==> src/rtl/optical_finger_presence_detector_macros.svh <==
// ---------------------------------------------------------------------------
// optical finger presence detector assertion macros
// concurrent check wrappers, empty when SYNTH is defined
// ---------------------------------------------------------------------------
`ifndef OPTICAL_FINGER_PRESENCE_DETECTOR_MACROS_SVH
`define OPTICAL_FINGER_PRESENCE_DETECTOR_MACROS_SVH

`ifndef SYNTH

// same-cycle implication
`define OFPD_ASSERT_NOW(label, clk, rst, ante, cons) \
  label: assert property (@(posedge clk) disable iff (rst) (ante) |-> (cons)) \
    else $error("ofpd check failed");

// next-cycle implication
`define OFPD_ASSERT_NEXT(label, clk, rst, ante, cons) \
  label: assert property (@(posedge clk) disable iff (rst) (ante) |=> (cons)) \
    else $error("ofpd check failed");

`else

`define OFPD_ASSERT_NOW(label, clk, rst, ante, cons)
`define OFPD_ASSERT_NEXT(label, clk, rst, ante, cons)

`endif

`endif

==> src/rtl/ofpd_pkg.sv <==
// ---------------------------------------------------------------------------
// ofpd_pkg
// shared widths, register indexes, reset values and ratio constants
// ---------------------------------------------------------------------------
package ofpd_pkg;

  localparam int SAMPLE_WIDTH_DEFAULT = 18;
  localparam int CFG_INDEX_WIDTH      = 4;
  localparam int ENTER_WIDTH          = 4;
  localparam int LEAVE_WIDTH          = 10;
  localparam int SHIFT_WIDTH          = 5;

  // configuration register indexes
  typedef enum logic [CFG_INDEX_WIDTH-1:0] {
    REG_IR_LOW     = 4'd0,
    REG_IR_HIGH    = 4'd1,
    REG_RED_LOW    = 4'd2,
    REG_RED_HIGH   = 4'd3,
    REG_SATURATION = 4'd4,
    REG_ENTER      = 4'd5,
    REG_LEAVE      = 4'd6,
    REG_SHIFT      = 4'd7
  } cfg_reg_t;

  // reset values, truncated to the sample width where used
  localparam int IR_LOW_RESET     = 50000;
  localparam int IR_HIGH_RESET    = 200000;
  localparam int RED_LOW_RESET    = 40000;
  localparam int RED_HIGH_RESET   = 180000;
  localparam int SATURATION_RESET = 260000;
  localparam int ENTER_RESET      = 3;
  localparam int LEAVE_RESET      = 500;
  localparam int SHIFT_RESET      = 5;

  // ratio and band scale factors
  localparam int RATIO_SCALE    = 10;
  localparam int STRICT_LO      = 5;
  localparam int STRICT_HI      = 12;
  localparam int TRACK_RATIO_LO = 3;
  localparam int TRACK_RATIO_HI = 15;
  localparam int BAND_SCALE     = 100;
  localparam int BAND_LO        = 25;
  localparam int BAND_HI        = 240;

  // headroom for products of a sample and a band factor
  localparam int PRODUCT_GROWTH = 8;

endpackage

==> src/rtl/ofpd_if.sv <==
// ---------------------------------------------------------------------------
// ofpd channel interfaces
// sample input, result output and configuration write channels
// ---------------------------------------------------------------------------
interface ofpd_sample_if
  import ofpd_pkg::*;
#(
  parameter int SAMPLE_WIDTH = SAMPLE_WIDTH_DEFAULT
);
  logic                    valid;
  logic                    ready;
  logic [SAMPLE_WIDTH-1:0] red_level;
  logic [SAMPLE_WIDTH-1:0] ir_level;

  modport source (output valid, output red_level, output ir_level, input ready);
  modport sink   (input valid, input red_level, input ir_level, output ready);
endinterface

interface ofpd_result_if;
  logic valid;
  logic ready;
  logic finger_present;
  logic sample_good;

  modport source (output valid, output finger_present, output sample_good, input ready);
  modport sink   (input valid, input finger_present, input sample_good, output ready);
endinterface

interface ofpd_cfg_if
  import ofpd_pkg::*;
#(
  parameter int SAMPLE_WIDTH = SAMPLE_WIDTH_DEFAULT
);
  logic                       valid;
  logic                       ready;
  logic [CFG_INDEX_WIDTH-1:0] index;
  logic [SAMPLE_WIDTH-1:0]    data;

  modport source (output valid, output index, output data, input ready);
  modport sink   (input valid, input index, input data, output ready);
endinterface

==> src/rtl/optical_finger_presence_detector.sv <==
// ---------------------------------------------------------------------------
// optical_finger_presence_detector
// red/ir sample pair in, finger presence and sample quality out
// ---------------------------------------------------------------------------
//
//  channel   direction  payload                        transfer when
//  samples   in         red_level, ir_level            valid && ready
//  results   out        finger_present, sample_good    valid && ready
//  cfg       in         index, data                    valid && ready
//
//  one sample per cycle while results are taken; its result is registered in
//  the output register in the cycle after the input transfer, set by the single compare/update pass
//  that closes the state loop (counters, presence flag, references)
//  rst is synchronous and active high; config returns to its defaults
//  samples.ready is low only while a result is held and results.ready is
//  low; a result taken in the same cycle frees the register for the next
//  cfg.ready is always high
//
module optical_finger_presence_detector
  import ofpd_pkg::*;
#(
  parameter int SAMPLE_WIDTH = SAMPLE_WIDTH_DEFAULT
) (
  input  logic           clk,
  input  logic           rst,
  ofpd_sample_if.sink    samples,
  ofpd_result_if.source  results,
  ofpd_cfg_if.sink       cfg
);

`include "optical_finger_presence_detector_macros.svh"

  localparam int PW = SAMPLE_WIDTH + PRODUCT_GROWTH;

  typedef logic [SAMPLE_WIDTH-1:0] sample_t;
  typedef logic [PW-1:0]           product_t;

  // configuration registers
  sample_t                ir_low_limit;
  sample_t                ir_high_limit;
  sample_t                red_low_limit;
  sample_t                red_high_limit;
  sample_t                saturation_level;
  logic [ENTER_WIDTH-1:0] enter_frames;
  logic [LEAVE_WIDTH-1:0] leave_frames;
  logic [SHIFT_WIDTH-1:0] filter_shift;

  // detector state
  logic [ENTER_WIDTH-1:0] pass_count, pass_count_next;
  logic [LEAVE_WIDTH-1:0] fail_count, fail_count_next;
  logic                   present_flag, present_flag_next;
  sample_t                red_reference, red_reference_next;
  sample_t                ir_reference, ir_reference_next;

  // output register
  logic out_valid;
  logic out_present;
  logic out_quality;

  logic    in_xfer;
  sample_t red, ir;
  logic    strict, tracking, passed;

  // strict- and tracking-test products
  product_t red_x10, ir_x5, ir_x12, ir_x3, ir_x15;
  product_t red_x100, ir_x100;
  product_t red_ref_x25, red_ref_x240, ir_ref_x25, ir_ref_x240;

  // reference moves
  sample_t red_moved, ir_moved;

  assign cfg.ready     = 1'b1;
  assign samples.ready = !out_valid || results.ready;
  assign in_xfer       = samples.valid && samples.ready;

  assign results.valid          = out_valid;
  assign results.finger_present = out_present;
  assign results.sample_good    = out_quality;

  assign red = samples.red_level;
  assign ir  = samples.ir_level;

  // constant-factor products
  assign red_x10      = PW'(red) * PW'(RATIO_SCALE);
  assign ir_x5        = PW'(ir) * PW'(STRICT_LO);
  assign ir_x12       = PW'(ir) * PW'(STRICT_HI);
  assign ir_x3        = PW'(ir) * PW'(TRACK_RATIO_LO);
  assign ir_x15       = PW'(ir) * PW'(TRACK_RATIO_HI);
  assign red_x100     = PW'(red) * PW'(BAND_SCALE);
  assign ir_x100      = PW'(ir) * PW'(BAND_SCALE);
  assign red_ref_x25  = PW'(red_reference) * PW'(BAND_LO);
  assign red_ref_x240 = PW'(red_reference) * PW'(BAND_HI);
  assign ir_ref_x25   = PW'(ir_reference) * PW'(BAND_LO);
  assign ir_ref_x240  = PW'(ir_reference) * PW'(BAND_HI);

  // strict test: fixed windows and a ratio of 0.5 to 1.2
  assign strict = (ir >= ir_low_limit) && (ir <= ir_high_limit) &&
                  (red >= red_low_limit) && (red <= red_high_limit) &&
                  (red_x10 >= ir_x5) && (red_x10 <= ir_x12);

  // tracking test: present, live reference, unsaturated, 25..240 percent
  // of the reference and a ratio of 0.3 to 1.5
  assign tracking = present_flag &&
                    (red_reference != '0) && (ir_reference != '0) &&
                    (red < saturation_level) && (ir < saturation_level) &&
                    (red_x100 >= red_ref_x25) && (red_x100 <= red_ref_x240) &&
                    (ir_x100 >= ir_ref_x25) && (ir_x100 <= ir_ref_x240) &&
                    (red_x10 >= ir_x3) && (red_x10 <= ir_x15);

  assign passed = strict || tracking;

  // step each reference toward the sample; big shifts leave it unchanged
  always_comb begin
    if (red >= red_reference) begin
      red_moved = red_reference + ((red - red_reference) >> filter_shift);
    end else begin
      red_moved = red_reference - ((red_reference - red) >> filter_shift);
    end
    if (ir >= ir_reference) begin
      ir_moved = ir_reference + ((ir - ir_reference) >> filter_shift);
    end else begin
      ir_moved = ir_reference - ((ir_reference - ir) >> filter_shift);
    end
  end

  // presence state update
  always_comb begin
    pass_count_next    = pass_count;
    fail_count_next    = fail_count;
    present_flag_next  = present_flag;
    red_reference_next = red_reference;
    ir_reference_next  = ir_reference;
    if (passed) begin
      fail_count_next = '0;
      if (!present_flag) begin
        // counts up to enter_frames and stops there
        if (pass_count < enter_frames) begin
          pass_count_next = pass_count + 1'b1;
        end
        if (pass_count_next >= enter_frames) begin
          present_flag_next  = 1'b1;
          red_reference_next = red;
          ir_reference_next  = ir;
        end
      end else if (strict) begin
        red_reference_next = red_moved;
        ir_reference_next  = ir_moved;
      end
    end else begin
      pass_count_next = '0;
      if (fail_count < leave_frames) begin
        fail_count_next = fail_count + 1'b1;
      end
      // exit also applies when already absent
      if (fail_count_next >= leave_frames) begin
        present_flag_next  = 1'b0;
        red_reference_next = '0;
        ir_reference_next  = '0;
      end
    end
  end

  // configuration writes
  always_ff @(posedge clk) begin
    if (rst) begin
      ir_low_limit     <= SAMPLE_WIDTH'(IR_LOW_RESET);
      ir_high_limit    <= SAMPLE_WIDTH'(IR_HIGH_RESET);
      red_low_limit    <= SAMPLE_WIDTH'(RED_LOW_RESET);
      red_high_limit   <= SAMPLE_WIDTH'(RED_HIGH_RESET);
      saturation_level <= SAMPLE_WIDTH'(SATURATION_RESET);
      enter_frames     <= ENTER_WIDTH'(ENTER_RESET);
      leave_frames     <= LEAVE_WIDTH'(LEAVE_RESET);
      filter_shift     <= SHIFT_WIDTH'(SHIFT_RESET);
    end else if (cfg.valid && cfg.ready) begin
      unique case (cfg.index)
        REG_IR_LOW:     ir_low_limit     <= cfg.data;
        REG_IR_HIGH:    ir_high_limit    <= cfg.data;
        REG_RED_LOW:    red_low_limit    <= cfg.data;
        REG_RED_HIGH:   red_high_limit   <= cfg.data;
        REG_SATURATION: saturation_level <= cfg.data;
        REG_ENTER:      enter_frames     <= cfg.data[ENTER_WIDTH-1:0];
        REG_LEAVE:      leave_frames     <= cfg.data[LEAVE_WIDTH-1:0];
        REG_SHIFT:      filter_shift     <= cfg.data[SHIFT_WIDTH-1:0];
        default: begin
          // indexes past the register list are dropped
        end
      endcase
    end
  end

  // detector state, advanced once per input transfer
  always_ff @(posedge clk) begin
    if (rst) begin
      pass_count    <= '0;
      fail_count    <= '0;
      present_flag  <= 1'b0;
      red_reference <= '0;
      ir_reference  <= '0;
    end else if (in_xfer) begin
      pass_count    <= pass_count_next;
      fail_count    <= fail_count_next;
      present_flag  <= present_flag_next;
      red_reference <= red_reference_next;
      ir_reference  <= ir_reference_next;
    end
  end

  // result register
  always_ff @(posedge clk) begin
    if (rst) begin
      out_valid <= 1'b0;
    end else if (in_xfer) begin
      out_valid <= 1'b1;
    end else if (results.ready) begin
      out_valid <= 1'b0;
    end
  end

  always_ff @(posedge clk) begin
    if (in_xfer) begin
      out_present <= present_flag_next;
      out_quality <= present_flag_next && passed;
    end
  end

  // a good sample is only reported with a finger present
  `OFPD_ASSERT_NOW(a_quality_needs_presence, clk, rst, out_valid, !out_quality || out_present)
  // with no finger both references sit at zero
  `OFPD_ASSERT_NOW(a_absent_refs_zero, clk, rst, !present_flag,
    (red_reference == '0) && (ir_reference == '0))
  // a pass clears the fail run and a failure clears the pass run
  `OFPD_ASSERT_NOW(a_runs_exclusive, clk, rst, fail_count != '0, pass_count == '0)
  // every input transfer leaves a result in the output register
  `OFPD_ASSERT_NEXT(a_result_follows, clk, rst, in_xfer, out_valid)
  // the reported presence matches the flag it was taken from
  `OFPD_ASSERT_NEXT(a_present_tracks_flag, clk, rst, in_xfer, out_present == present_flag)

endmodule
==> src/flat_wrapper.sv <==
// flat-port wrapper written by rule: the top's interface ports become plain ports
module optical_finger_presence_detector_flat import ofpd_pkg::*;
#(
  parameter int SAMPLE_WIDTH = SAMPLE_WIDTH_DEFAULT
)
  (clk, rst, samples_valid, samples_red_level, samples_ir_level, samples_ready, results_valid, results_finger_present, results_sample_good, results_ready, cfg_valid, cfg_index, cfg_data, cfg_ready);
  ofpd_sample_if #(.SAMPLE_WIDTH(SAMPLE_WIDTH)) samples_i ();
  ofpd_result_if results_i ();
  ofpd_cfg_if #(.SAMPLE_WIDTH(SAMPLE_WIDTH)) cfg_i ();
  input  logic clk;
  input  logic rst;
  input wire logic [$bits(samples_i.valid)-1:0] samples_valid;
  input wire logic [$bits(samples_i.red_level)-1:0] samples_red_level;
  input wire logic [$bits(samples_i.ir_level)-1:0] samples_ir_level;
  output wire logic [$bits(samples_i.ready)-1:0] samples_ready;
  output wire logic [$bits(results_i.valid)-1:0] results_valid;
  output wire logic [$bits(results_i.finger_present)-1:0] results_finger_present;
  output wire logic [$bits(results_i.sample_good)-1:0] results_sample_good;
  input wire logic [$bits(results_i.ready)-1:0] results_ready;
  input wire logic [$bits(cfg_i.valid)-1:0] cfg_valid;
  input wire logic [$bits(cfg_i.index)-1:0] cfg_index;
  input wire logic [$bits(cfg_i.data)-1:0] cfg_data;
  output wire logic [$bits(cfg_i.ready)-1:0] cfg_ready;
  assign samples_i.valid = samples_valid;
  assign samples_i.red_level = samples_red_level;
  assign samples_i.ir_level = samples_ir_level;
  assign samples_ready = samples_i.ready;
  assign results_valid = results_i.valid;
  assign results_finger_present = results_i.finger_present;
  assign results_sample_good = results_i.sample_good;
  assign results_i.ready = results_ready;
  assign cfg_i.valid = cfg_valid;
  assign cfg_i.index = cfg_index;
  assign cfg_i.data = cfg_data;
  assign cfg_ready = cfg_i.ready;
  optical_finger_presence_detector #(.SAMPLE_WIDTH(SAMPLE_WIDTH)) u_core (.clk(clk), .rst(rst), .samples(samples_i), .results(results_i), .cfg(cfg_i));
endmodule
==> config.mk <==
export PLATFORM = sky130hd
export DESIGN_NAME = optical_finger_presence_detector_flat
export DESIGN_NICKNAME = d
export VERILOG_FILES = /design/src/rtl/ofpd_pkg.sv /design/src/rtl/ofpd_if.sv /design/src/rtl/optical_finger_presence_detector.sv /design/src/flat_wrapper.sv
export VERILOG_INCLUDE_DIRS = /design/src /design/src/rtl
export SDC_FILE = /design/constraint.sdc
export NUM_CORES = 2
export LEC_CHECK = 0
export ABC_AREA = 0
export BUFFER_PORTS_ARGS = -buffer_cell sky130_fd_sc_hd__clkbuf_2
export CAP_MARGIN = 10
export CELL_PAD_IN_SITES_DETAIL_PLACEMENT = 2
export CELL_PAD_IN_SITES_GLOBAL_PLACEMENT = 2
export CORE_MARGIN = 2
export CORE_UTILIZATION = 41
export CTS_BUF_LIST = sky130_fd_sc_hd__clkbuf_4
export DETAILED_ROUTE_END_ITERATION = 10
export PLACE_DENSITY = 0.83
export SLEW_MARGIN = 25
export SYNTH_ARGS = -nofsm -noshare
export SYNTH_HDL_FRONTEND = slang
export SYNTH_SLANG_ARGS = --single-unit
==> constraint.sdc <==
create_clock -name clk -period 9.1 [get_ports clk]
set_input_delay 0.455 -clock clk [delete_from_list [all_inputs] [get_ports clk]]
set_output_delay 0.455 -clock clk [all_outputs]
set_load 0.1 [all_outputs]
==> run metrics <==
fill count just over 10,000; worst hold path depth 2; Critical Path Fanout Max 36; Max Slew Vio Count 0; io pins between 60 and 70; status completed; clk_lat worst skew roughly 0.75 ns; Peak Freq ~110 MHz; gr usage total 0.3352; Core Area between 80,000 and 90,000 um^2; post-synth net total between 5,000 and 6,000; PD cells between 100 and 150 nW/um^2; critical path capture point type flip-flop; first-pass GRT wire length ~240,000 um; Fin. Hold Viols 0; Synth cell types 111; Post-Synthesis Cells between 4,000 and 5,000; Crit. path cell count 35; die height approximately 300 um; via-per-instance ratio slightly above 6; WP data arrival between 9 and 10 ns; Hold Path Origin rst; vias in the first global route 39,831; share of cells above drive strength 1 0.05839; CP Buf/Inv Count 4; Setup Crit Path Kind reg -> reg; Post-synth EDFFs 2; unrepaired setup endpoints after global routing false; PnR worst setup slack around 0.38 ns; Int Pwr about 2.0 mW; leakage power approximately 19 nW; Routed WL between 150,000 and 200,000 um; startpoint types flip-flop; clock slew at reported path FFs 0.18 ns; largest net degree at the start of global routing 80; # DRC 0; Worst VDD drop 141.9 uV; Detail Placement HPWL 123,700 um; Seq/Total Area, Yosys 0.09013; antenna violations before repair 1; Sw Ratio 0.5132; row count 109; TritonCTS buffer count 17; reg2reg setup slack 0.38 ns; CP max stage delay between 0.6 and 0.7 ns; routed length per instance between 20 and 30 um; pre-CTS WS -0.1328 ns; Worst Skew 0.04961 ns; Period minus WS final between 8 and 9 ns; Comb pwr share 0.699; yosys warns 0; number of max-cap violations 0; mean post-synth cell area approximately 8 um^2; Slew headroom 0.3175; worst r2r dst u_core.ir_reference[2]; Crit Reg-Reg Startpoint u_core.red_reference[0]; RePlAce Congestion between 0.9 and 1; clock share of power 0.121; DIE AREA 91,240 um^2; ys flop type dfxtp_1; HP Class in -> reg; die width around 300 um; clock root cell clkbuf_4; Hold EP u_core.fail_count[6]; H-Tree Depth 4; Final Core Density 0.4360; 1st-iter DRT viols between 1,500 and 2,000; Final period util 0.9584; final setup fails 0; Post-synth ARST share 0; Flop pwr share 0.180; detailed-route via count 35,495; depth of the most critical reg-to-reg path 35; Critical-path top delay cell fa_1; # nets final between 5,000 and 6,000; Pre-antenna DRT Iters 5; Yosys reg bits around 160; Max clock buf depth 2; # clock sinks between 150 and 200; CP top delay family compound AO/OA/AOI/OAI gates; Routed Antenna Nets 0; Net Switching roughly 2.1 mW; Slew @ Worst Pin 1.024 ns; most frequent CP cell a21oi_1; Port Buffer Count 66; postcts setup bufs 0; total grt overflow 0; initial core utilization 0.4128; Data required, critical path 9.75 ns; CTS tree built; Area Overhead vs Synth 5.616%; Mapped Area 36,430 um^2
worst max path at each step:
stage | start | end
CTS | u_core.red_reference[2] | u_core.ir_reference[5]
finish | u_core.red_reference[0] | u_core.ir_reference[2]
global route | u_core.red_reference[0] | u_core.ir_reference[11]
detailed placement | u_core.red_reference[1] | u_core.ir_reference[5]
floorplan | u_core.red_reference[1] | u_core.ir_reference[7]
global placement | u_core.red_reference[1] | u_core.ir_reference[17]
cell usage after synthesis, types with 12 or more instances:
master	n	area share
a21oi_1	356	0.049
or3_1	31	0.0053
xnor2_1	172	0.041
buf_2	12	0.0016
or2_2	12	0.0021
nand3_1	70	0.0096
clkbuf_1	96	0.0099
o211ai_1	45	0.0093
a31oi_1	39	0.0067
and3_1	20	0.0034
nand2b_1	49	0.0084
a211o_1	36	0.0087
a22oi_1	15	0.0031
buf_1	13	0.0013
xor2_1	89	0.021
nor3_1	71	0.0098
nor4_1	13	0.0022
nand3b_1	14	0.0029
o21bai_1	28	0.0058
o22ai_1	25	0.0043
a21boi_0	22	0.0045
mux2i_1	88	0.024
dfxtp_1	161	0.088
nand2_1	395	0.041
nand4_1	60	0.010
nor2b_1	60	0.010
o21ai_0	257	0.035
mux2_2	16	0.0049
nor2_1	310	0.032
o21a_1	66	0.014
a21o_1	135	0.028
a211oi_1	38	0.0078
and2_1	21	0.0036
o31ai_1	16	0.0033
ha_1	787	0.27
o31a_1	12	0.0029
inv_1	480	0.049
fa_1	176	0.097
state kept, by name, indices dropped and copies added (netlist names), 10 cells and up:
name	cells
u_core.ir_high_limit	18
u_core.ir_low_limit	18
u_core.ir_reference	18
u_core.red_high_limit	18
u_core.red_low_limit	18
u_core.red_reference	18
u_core.saturation_level	18
u_core.fail_count	10
u_core.leave_frames	10
cell families after synthesis:
kind of cell               synth area share
AOI/OAI and AO/OA                    0.2254
xor gates and xnor gates            0.06276
adders and majority gates            0.3671
buffers and inverters               0.06818
DFF                                 0.09013
muxes                               0.03469
other                             0.0001029
and+or+nand+nor                      0.1517
per-layer routing:
layer	vias to the layer above	global-route usage	share of wire
met5	-	0	0
met4	0	0.1536	0.051
met3	354	0.03606	0.038
met2	845	0.5978	0.49
met1	18113	0.4031	0.42
li1	16183	-	-
power groups by stage:
stage	Sequential [mW]	Clock (mW)	Combinational (mW)
after detailed placement	0.750	0	2.80
final	0.736	0.495	2.86
after global placement	0.750	0	2.62
after floorplan	0.753	0	1.88
after global routing	0.737	0.528	3.18
after CTS	0.736	0.501	2.84
repair_timing:
action / CTS / global route
hold buffers: 8 / 0
gates resized for setup: 3 / 7
setup endpoints to repair: 36 / 38
pin swaps: 0 / 0
hold endpoints to repair: 12 / 0
area by class of cell:
class	count	area, um^2	area share
multi-input cells	3761	30730	0.7988
flip-flops and latches	163	3292	0.08557
inverters	481	1805	0.04693
well taps	1165	1458	0.03789
repair buffers	137	893.4	0.02322
clock inverters	14	162.7	0.004228
clock buffers	17	127.6	0.003317
diodes	1	2.502	0.00006504
metrics by stage:
stage	setup TNS (ns)	power (mW)	instance area (um^2)	instances	hold slack, ns
finish	0	4.095	38470	5739	0.07223
global route	0	4.448	38470	5739	0.05556
CTS	0	4.073	38430	5738	0.006392
detailed placement	-1.202	3.551	38050	5699	0.4505
global placement	0	3.373	38040	5699	0.4427
floorplan	0	2.636	36430	4547	0.4363
worst reg2reg max path, delay by kind of cell (launching register included):
family / cells / cell delay [ns]
DFF: 1 / 0.49
adders and majority gates: 4 / 1.89
buffers and inverters: 4 / 0.77
AOI/OAI and AO/OA: 16 / 3.56
and+or+nand+nor: 10 / 1.74
xor gates and xnor gates: 1 / 0.18
layout by cell type (no fill, tap or decap), types with 12 or more instances in the layout:
cell / n
ha_1: 787
inv_1: 476
nand2_1: 395
a21oi_1: 354
nor2_1: 309
o21ai_0: 257
fa_1: 176
xnor2_1: 172
dfxtp_1: 154
a21o_1: 135
xor2_1: 89
mux2i_1: 88
nor3_1: 69
nand3_1: 69
o21a_1: 66
clkbuf_2: 65
buf_4: 63
nand4_1: 60
nor2b_1: 60
nand2b_1: 49
o211ai_1: 45
a31oi_1: 39
a211oi_1: 38
a211o_1: 36
or3_1: 31
o21bai_1: 28
o22ai_1: 25
a21boi_0: 22
and2_1: 21
and3_1: 19
clkbuf_4: 17
mux2_2: 16
o31ai_1: 15
a22oi_1: 15
nand3b_1: 14
nor4_1: 13
o31a_1: 12
or2_2: 12
Note: power is estimated with default switching activity, not from simulation.
